==> config.mk <==
export PLATFORM = sky130hd
export DESIGN_NAME = abc_fifo
export DESIGN_NICKNAME = d
export VERILOG_FILES = /design/src/rtl/abc_fifo.sv
export SDC_FILE = /design/constraint.sdc
export NUM_CORES = 1
export LEC_CHECK = 0
export BUFFER_PORTS_ARGS = -buffer_cell sky130_fd_sc_hd__buf_2
export CAP_MARGIN = 25
export CORE_MARGIN = 4
export CORE_UTILIZATION = 50
export CTS_CLUSTER_DIAMETER = 150
export DETAILED_ROUTE_END_ITERATION = 8
export GPL_TIMING_DRIVEN = 0
export HOLD_SLACK_MARGIN = 0.15
export PLACE_DENSITY = 0.77
export SLEW_MARGIN = 5
export SYNTH_ARGS = -nofsm -noshare
export SYNTH_HDL_FRONTEND = slang
export SYNTH_SLANG_ARGS = --single-unit
==> constraint.sdc <==
create_clock -name clk -period 3.5 [get_ports clk]
set_clock_uncertainty 0.15 [all_clocks]
set_input_delay 0 -clock clk [delete_from_list [all_inputs] [get_ports clk]]
set_output_delay 0 -clock clk [all_outputs]
set_load 0.005 [all_outputs]
==> src/rtl/abc_fifo.sv <==
module abc_fifo #(
  parameter int WIDTH = 8
) (
  input  logic             clk,
  input  logic             rst_n,
  input  logic             wr_en,
  input  logic [WIDTH-1:0] wr_data,
  output logic             full,
  input  logic             rd_en,
  output logic [WIDTH-1:0] rd_data,
  output logic             empty
);

  logic [WIDTH-1:0] mem_r [2];
  logic             wptr_r;
  logic             rptr_r;
  logic [1:0]       cnt_r;
  logic             do_wr;
  logic             do_rd;

  assign full    = (cnt_r == 2'd2);
  assign empty   = (cnt_r == 2'd0);
  assign do_wr   = wr_en && !full;
  assign do_rd   = rd_en && !empty;
  assign rd_data = mem_r[rptr_r];

  always_ff @(posedge clk) begin
    if (!rst_n) begin
      wptr_r <= 1'b0;
      rptr_r <= 1'b0;
      cnt_r  <= 2'd0;
    end else begin
      if (do_wr) wptr_r <= !wptr_r;
      if (do_rd) rptr_r <= !rptr_r;
      if (do_wr && !do_rd) cnt_r <= cnt_r + 2'd1;
      else if (do_rd && !do_wr) cnt_r <= cnt_r - 2'd1;
    end
  end

  always_ff @(posedge clk) begin
    if (do_wr) mem_r[wptr_r] <= wr_data;
  end

endmodule

==> results of run 1 <==
[cell families (layout without fill, tap and decap cells)]
logic type | count (synthesis) | after routing | share of synthesized area (%)
AOI/OAI and AO/OA | 5 | 5 | 3.738
xor gates and xnor gates | 3 | 3 | 3.272
adders and majority gates | 1 | 1 | 1.557
buffers and inverters | 4 | 41 | 2.024
DFF | 21 | 21 | 72.27
muxes | 8 | 8 | 11.22
and+or+nand+nor | 9 | 9 | 5.921
[area by class of cell]
class	instances	area (um2)
Tap cell	16	20.02
Sequential cell	21	580.6
Buffer	1	5.005
Multi-Input combinational cell	26	206.4
Timing Repair Buffer	33	225.2
Clock inverter	1	5.005
Inverter	3	11.26
Fill cell	111	430.4
Clock buffer	3	22.52
[cells in the mapped netlist (2+ instances only)]
cell      number  area, um2
xor2_1         3      26.28
inv_1          3      11.26
mux2_2         8      90.09
edfxtp_1      16      480.5
dfxtp_1        5      100.1
nor2_1         5      18.77
o21ai_0        2      10.01
[per-stage QoR]
stage / util [%] / setup slack, ps
after CTS: 71.43 / 1309
after global placement: 61.63 / 1795
final: 71.43 / 1329
after global routing: 71.43 / 1140
after floorplan: - / 1840
after detailed placement: 61.63 / 1706
[metal layers]
| metal | vias up | routed length (um) | track usage (%) |
|---|---|---|---|
| met5 | - | 0 | 0 |
| met4 | 0 | 36 | 9.677 |
| met3 | 4 | 72 | 3.383 |
| met2 | 18 | 735 | 25.33 |
| met1 | 231 | 585 | 14.69 |
| li1 | 257 | - | - |
[flip-flops by register name, summed over array words and instances, names as in the netlist, named ones only]
| register | flops |
|---|---|
| mem_r | 16 |
| wptr_r | 1 |
| rptr_r | 1 |
| cnt_r | 2 |
[critical path, cell delays in order (launching register included)]
cell and delay (ps):
dfxtp_1 420, nand2b_1 160, inv_1 80, nor3_2 540
o21a_1 210, dlygate4sd3_1 540
[power breakdown]
part / switching (mW) / leakage, nW / internal (mW)
registers: 0.0200 / 0.191 / 0.318
logic: 0.104 / 0.239 / 0.112
clock network: 0.0686 / 0.0177 / 0.0425
[worst max path at each step]
stage	start	cells past startpoint	slack, ps	end
final	cnt_r[0]	5	1330	wptr_r
after global routing	cnt_r[0]	5	1140	wptr_r
after CTS	cnt_r[0]	5	1310	wptr_r
after detailed placement	cnt_r[0]	4	1710	cnt_r[1]
after global placement	cnt_r[0]	3	1800	mem_r[0][4]
after floorplan	cnt_r[0]	6	1840	cnt_r[1]
[placed cells by master (no fill, tap or decap)]
cell,instances
xor2_1,3
o21ai_0,2
nor2_1,5
dlygate4sd3_1,12
edfxtp_1,16
ha_1,1
mux2_2,8
or3_1,1
dfxtp_1,5
nor3_2,1
clkbuf_4,3
inv_1,3
nand2b_1,1
and3_1,1
a21oi_1,1
buf_2,22
a21boi_0,1
o21a_1,1
clkinv_2,1
==> impl_results.md, run 1 <==
* Worst skew pair latency at 290 ps
* Top FF cell, synth: edfxtp_1
* Finished Layout Cells at roughly 100
* MaxCap Viol Count at 0
* # rows at 14
* Number of H-tree levels at 1
* Fin crit share at 62.02%
* Syn Std Cell Area at 803.3 um2
* Area Overhead vs Synth at 33.96%
* DR iter-0 viols at 12
* Worst Tran Pin Value at slightly above 700 ps
* Die Footprint at 2312 um2
* Final setup viols at 0
* Reg-to-reg endpoint: wptr_r
* Post-CTS Hold Buffers at 12
* Unrepaired setup endpoints after global routing: false
* Mapped Avg Cell Area at 15.75 um2
* Top-Level Pins at 22
* Worst reg2reg startpoint: cnt_r[0]
* Outcome: completed
* Hold wc startpoint: wr_data[2]
* Synth warn at 0
* TritonCTS clock tree: done
* Synth Register Bits at 21
* Design Power at 664.7 uW
* DR pass1 iterations at 4
* Core Box Area at 1506 um2
* Slew HR at 52.67%
* Post-place instance area at approximately 930 um2
* Final Cell Area at 1076 um2
* Sink Count at 21
* Hold Path Depth at 2
* Startpoint Class: flop
* Global route total overflow at 0
* Net count after synthesis at 64
* Min Tclk post-route at approximately 2200 ps
* Final Wtd Congestion at 0.7253
* Global-route wire length before repair at 2111 um
* Post-synth ARST share at 0%
* WHS Endpoint: mem_r[0][2]
* Root buf cell: clkbuf_4
* Final net count at a little over 100
* Cells after Synth at 51
* Hold Crit Class: in -> reg
* GR Util All Layers at 14.31%
* Final Hold Fails at 0
* Layout cells sized above 1 at around 40%
* Hold_ws at 272.1 ps
* CP arrival at 2270 ps
* IO Port Bufs at 21
* Post-CTS setup buffers at 0
* R2R cell count at 5
* Leak at 0.4479 nW
* Slew Limit Fails at 0
* Dpl cells at 88
* Detail Route Antenna Nets at 0
* Critical setup path kind: reg -> reg
* Post-synth EDFFs at 16
* Via Count at 510
* WL final at ~1400 um
* Die X-Extent at 48.08 um
* Register area share after synthesis at 72.27%
* Vias per cell at 4.904
* Setup_tns at 0 ps
* Synth unique cells at 16
* Worst EP required at 3590 ps
* Initial antenna violation count at 0
* Inserted Clock Buffers at 3
* Largest net degree at the start of global routing at 13
* Drt wl/cell at 13.75 um
* Max Clk Rate at around 460 MHz
* Reg2Reg Setup Slack at 1330 ps
* Peak supply drop at 0.3808 mV
* DRC at 0
* Crit path capture type: flop
* Power per cell area at 617.8 nW/um2
* Die Ht at between 40 and 50 um
* Post-CTS sizing at 0
* Clock Pin Slew Worst Setup and Hold Paths at 110 ps
* Clock Path Buffers at 2
* CP max FO at 9
* Starting Density at around 53%
* Vias in the first global route at 527
* Ant diodes at 0
No activity file was read; power rests on OpenSTA's default activity.
==> inputs of run 2 (changes only) <==
CORE_UTILIZATION = 44   (was 50)
PLACE_DENSITY = 0.72   (was 0.77)
clock period = 1.9 ns   (was 3.5 ns; I/O delays follow)
==> impl_results.md, run 2 (same netlist as run 1, synthesis figures left out) <==
* Max Clk Rate at 567.0 MHz (was 460.7 MHz)
* Top-Level Pins at 22 (unchanged)
* Die Ht at 50.73 um (was 48.08 um)
* Reg2Reg Setup Slack at 140 ps (was 1330 ps)
* Ant diodes at 0 (unchanged)
* Final net count at 101 (was 102)
* Layout cells sized above 1 at 39.08% (was 39.77%)
* Largest Register: mem_r (unchanged)
* Startpoint Class: flop (unchanged)
* Sink Count at 21 (unchanged)
* GR Util All Layers at 12.45% (was 14.31%)
* Largest regs: mem_r (16), cnt_r (2) (unchanged)
* Peak supply drop at 0.7554 mV (was 0.3808 mV)
* Final Wtd Congestion at 0.6212 (was 0.7253)
* Post-CTS Hold Buffers at 11 (was 12)
* Max FFs per register at 16 (unchanged)
* Setup_tns at 0 ps (unchanged)
* Inserted Clock Buffers at 3 (unchanged)
* Critical setup path kind: reg -> reg (unchanged)
* Vias per cell at 4.616 (was 4.904)
* Die Footprint at 2573 um2 (was 2312 um2)
* Clock Pin Slew Worst Setup and Hold Paths at 110 ps (about the same)
* Number of H-tree levels at 1 (unchanged)
* Most frequent cells in the layout: 22 x buf_2, 16 x edfxtp_1, 11 x dlygate4sd3_1 (was 22 x buf_2, 16 x edfxtp_1, 12 x dlygate4sd3_1)
* Via Count at 517 (was 510)
* DR iter-0 viols at 8 (was 12)
* Outcome: completed (unchanged)
* Worst EP required at 1990 ps (was 3590 ps)
* Final Hold Fails at 0 (unchanged)
* Detail Route Antenna Nets at 0 (unchanged)
* Area Overhead vs Synth at 33.96% (unchanged)
* Worst skew pair latency at 290 ps (about the same)
* Initial antenna violation count at 0 (unchanged)
* Slew HR at 50.35% (was 52.67%)
* Die X-Extent at 50.73 um (was 48.08 um)
* Root buf cell: clkbuf_4 (unchanged)
* Global route total overflow at 0 (unchanged)
* Power per cell area at 1126 nW/um2 (was 617.8 nW/um2)
* Post-layout util at 62.32% (was 71.43%)
* Core Box Area at 1727 um2 (was 1506 um2)
* Min Tclk post-route at 1764 ps (was 2171 ps)
* IO Port Bufs at 21 (unchanged)
* Crit path capture type: flop (unchanged)
* HPWL Detailed at 978.8 um
* Post-CTS sizing at 0 (unchanged)
* Hold wc startpoint: wr_data[3] (was wr_data[2])
* Final setup viols at 0 (unchanged)
* TritonCTS clock tree: done (unchanged)
* Post-CTS setup buffers at 0 (unchanged)
* Reg-to-reg endpoint: cnt_r[1] (was wptr_r)
* Worst reg2reg startpoint: cnt_r[0] (unchanged)
* Starting Density at 46.52% (was 53.32%)
* Hold Crit Class: in -> reg (unchanged)
* Unrepaired setup endpoints after global routing: false (unchanged)
* Slew Limit Fails at 0 (unchanged)
* DRC at 0 (unchanged)
* Drt wl/cell at 12.47 um (was 13.75 um)
* Fin crit share at 92.83% (was 62.02%)
* MaxCap Viol Count at 0 (unchanged)
* # rows at 15 (was 14)
* CP arrival at 1850 ps (was 2270 ps)
* R2R cell count at 6 (was 5)
* Vias in the first global route at 561 (was 527)
* Hold Path Depth at 2 (unchanged)
* Commonest non-fill, non-tap cell in the layout: buf_2 (unchanged)
* CP max FO at 5 (was 9)
* Largest net degree at the start of global routing at 12 (was 13)
* Global-route wire length before repair at 2332 um (was 2111 um)
* WHS Endpoint: mem_r[1][3] (was mem_r[0][2])
* Clock Path Buffers at 2 (unchanged)
* WL final at 1397 um (was 1430 um)
* DR pass1 iterations at 4 (unchanged)
* Worst Tran Pin Value at 740.7 ps (was 706.1 ps)
* Leak at 0.4394 nW (was 0.4479 nW)
run 2: cell type report:
cell class	instances	area, um2
flip-flops and latches	21	580.6
plain buffers	1	5.005
clock buffers	4	26.28
multi-input cells	26	206.4
fillers	157	650.6
well taps	25	31.28
inverters	3	11.26
repair buffers	32	215.2
run 2: worst max path at each step:
stage	start	end	slack, ps	cells after the start
2_1_floorplan	cnt_r[0]	cnt_r[1]	240	6
6_report	cnt_r[0]	cnt_r[1]	140	6
5_1_grt	cnt_r[0]	mem_r[0][5]	30	3
4_1_cts	cnt_r[0]	cnt_r[1]	140	6
3_5_place_dp	cnt_r[0]	cnt_r[1]	160	6
3_3_place_gp	cnt_r[0]	mem_r[0][6]	190	3
run 2: worst max-delay path: stages (launching register included):
cell and delay (ps):
dfxtp_1 420, nand2b_1 160, inv_1 80, nor2_1 120
ha_1 270, or3_1 370, a21oi_1 140
run 2: report_power, final:
| part | internal [mW] | switching, mW |
|---|---|---|
| sequential | 0.586 | 0.0384 |
| clock | 0.0816 | 0.125 |
| combinational | 0.199 | 0.182 |
run 2: through the flow:
step	hold WS (ps)	total power [mW]	cells	setup slack (ps)	area (um2)
floorplan	-51.13	0.8685	51	240.0	803.3
global placement	38.99	0.9874	97	192.1	939.7
detailed placement	42.24	1.004	97	159.7	939.7
CTS	266.6	1.228	112	138.2	1076
global route	266.0	1.300	112	28.02	1076
finish	272.2	1.212	112	136.3	1076
run 2: routing by layer:
metal | vias to the layer above | part of all wire (%) | track usage (%)
met5 | - | 0 | 0
met4 | 0 | 1.5 | 5.381
met3 | 4 | 3.9 | 2.967
met2 | 17 | 52 | 22.39
met1 | 240 | 42 | 13.85
li1 | 256 | - | -
==> inputs of run 3 (changes only) <==
MAX_ROUTING_LAYER = met4   (was default)
RECOVER_POWER = 50   (was default)
==> impl_results.md, run 3 (same netlist as run 1, synthesis figures left out) <==
* Outcome: completed (unchanged)
* Vias per cell at 4.607 (was 4.616)
* Post-CTS sizing at 0 (unchanged)
* MaxCap Viol Count at 0 (unchanged)
* Worst Tran Pin Value at 724.4 ps (was 740.7 ps)
* Hold_ws at 272.0 ps (was 272.2 ps)
* Setup WS post-layout at 136.2 ps (was 136.3 ps)
* HPWL Detailed at 978.8 um (unchanged)
* Leak at 0.4153 nW (was 0.4394 nW)
* Slew Limit Fails at 0 (unchanged)
* Pre-CTS setup slack at 159.7 ps (unchanged)
* Min Tclk post-route at 1764 ps (about the same)
* Top-Level Pins at 22 (unchanged)
* Power per cell area at 1128 nW/um2 (was 1126 nW/um2)
* Peak supply drop at 0.7423 mV (was 0.7554 mV)
* Final setup viols at 0 (unchanged)
* Startpoint Class: flop (unchanged)
* Finished Layout Cells at 112 (unchanged)
* Final net count at 101 (unchanged)
* Clock Pin Slew Worst Setup and Hold Paths at 110 ps (about the same)
* Clock Path Buffers at 2 (unchanged)
* IO Port Bufs at 21 (unchanged)
* Core Box Area at 1727 um2 (unchanged)
* R2R cell count at 6 (unchanged)
* Reg2Reg Setup Slack at 140 ps (about the same)
* Critical setup path kind: reg -> reg (unchanged)
* Layout cells sized above 1 at 29.89% (was 39.08%)
* Vias in the first global route at 561 (unchanged)
* Reg-to-reg endpoint: cnt_r[1] (unchanged)
* DR iter-0 viols at 9 (was 8)
* Ant diodes at 0 (unchanged)
* Die Footprint at 2573 um2 (unchanged)
* Inserted Clock Buffers at 3 (unchanged)
* Root buf cell: clkbuf_4 (unchanged)
* Largest Register: mem_r (unchanged)
* # rows at 15 (unchanged)
* Max FFs per register at 16 (unchanged)
* DRC at 0 (unchanged)
* Starting Density at 46.52% (unchanged)
* Via Count at 516 (was 517)
* Commonest non-fill, non-tap cell in the layout: edfxtp_1 (was buf_2)
* Fin crit share at 92.83% (about the same)
* DR pass1 iterations at 4 (unchanged)
* Setup_tns at 0 ps (unchanged)
* Dpl cells at 97 (unchanged)
* Area Overhead vs Synth at 32.71% (was 33.96%)
* Global-route wire length before repair at 2332 um (unchanged)
* Drt wl/cell at 12.43 um (was 12.47 um)
* Global route total overflow at 0 (unchanged)
* Hold wc startpoint: wr_data[3] (unchanged)
* Die X-Extent at 50.73 um (unchanged)
* Worst reg2reg startpoint: cnt_r[0] (unchanged)
* Worst skew pair latency at 290 ps (about the same)
* Die Ht at 50.73 um (unchanged)
* Hold Path Depth at 2 (unchanged)
* WHS Endpoint: mem_r[1][3] (unchanged)
* TritonCTS clock tree: done (unchanged)
* Final Wtd Congestion at 0.6259 (was 0.6212)
* Crit path capture type: flop (unchanged)
* Max Clk Rate at 567.0 MHz (about the same)
* CP max FO at 5 (unchanged)
* WL final at 1392 um (was 1397 um)
* CP arrival at 1850 ps (about the same)
* Largest net degree at the start of global routing at 12 (unchanged)
* Most frequent cells in the layout: 16 x edfxtp_1, 14 x buf_2, 11 x dlygate4sd3_1 (was 22 x buf_2, 16 x edfxtp_1, 11 x dlygate4sd3_1)
* Hold Crit Class: in -> reg (unchanged)
* Largest regs: mem_r (16), cnt_r (2) (unchanged)
* Initial antenna violation count at 0 (unchanged)
* Worst EP required at 1990 ps (about the same)
* Slew HR at 51.44% (was 50.35%)
* Final Hold Fails at 0 (unchanged)
* Number of H-tree levels at 1 (unchanged)
* Post-layout util at 61.74% (was 62.32%)
* Sink Count at 21 (unchanged)
* Unrepaired setup endpoints after global routing: false (unchanged)
* Detail Route Antenna Nets at 0 (unchanged)
* GR Util All Layers at 12.79% (was 12.45%)
==> run 3: changes by cell type in the layout (fill, tap and decap cells not counted), sizes merged <==
| cell | before | now |
|---|---|---|
| clkbuf | 4 | 12 |
| buf | 22 | 14 |
==> run 3: report_power, final <==
part           internal, mW  switching [mW]
registers             0.586          0.0387
logic                 0.188           0.182
clock network        0.0817           0.127
total                 0.856           0.347
==> run 3: metal layers <==
| metal | routed length, um | track usage [%] | share of wire [%] | up-vias |
|---|---|---|---|---|
| met3 | 57 | 2.967 | 4.1 | 4 |
| met4 | 21 | 5.381 | 1.5 | 0 |
| met2 | 722 | 22.39 | 52 | 17 |
| li1 | - | - | - | 255 |
| met5 | 0 | - | 0 | - |
| met1 | 590 | 13.85 | 42 | 240 |
==> run 3: what timing repair did <==
| item | 4_1_cts | 5_1_grt |
|---|---|---|
| hold endpoints to repair | 29 | 0 |
| setup buffers | 0 | 0 |
| hold buffers | 11 | 0 |
==> run 3: worst max-delay path by stage <==
| stage | start | end | slack [ps] |
|---|---|---|---|
| 2_1_floorplan | cnt_r[0] | cnt_r[1] | 240 |
| 3_3_place_gp | cnt_r[0] | mem_r[0][6] | 190 |
| 3_5_place_dp | cnt_r[0] | cnt_r[1] | 160 |
| 4_1_cts | cnt_r[0] | cnt_r[1] | 140 |
| 5_1_grt | cnt_r[0] | mem_r[0][5] | 30 |
| 6_report | cnt_r[0] | cnt_r[1] | 140 |
==> run 3: area by class of cell <==
cell class	count	area [um2]
Buffer	1	3.754
Clock buffer	4	26.28
Fill cell	161	660.6
Inverter	3	11.26
Multi-Input combinational cell	26	206.4
Sequential cell	21	580.6
Tap cell	25	31.28
Timing Repair Buffer	32	206.4
==> run 3: worst max-delay path, cell delays in order (launching register included) <==
cell and delay, ps:
dfxtp_1 420, nand2b_1 160, inv_1 80, nor2_1 120, ha_1 270, or3_1 370
a21oi_1 140
==> run 3: metrics by stage <==
stage               power [mW]  cell area [um2]
floorplan               0.8685            803.3
global route             1.290             1066
CTS                      1.228             1076
global placement        0.9874            939.7
detailed placement       1.004            939.7
finish                   1.202             1066
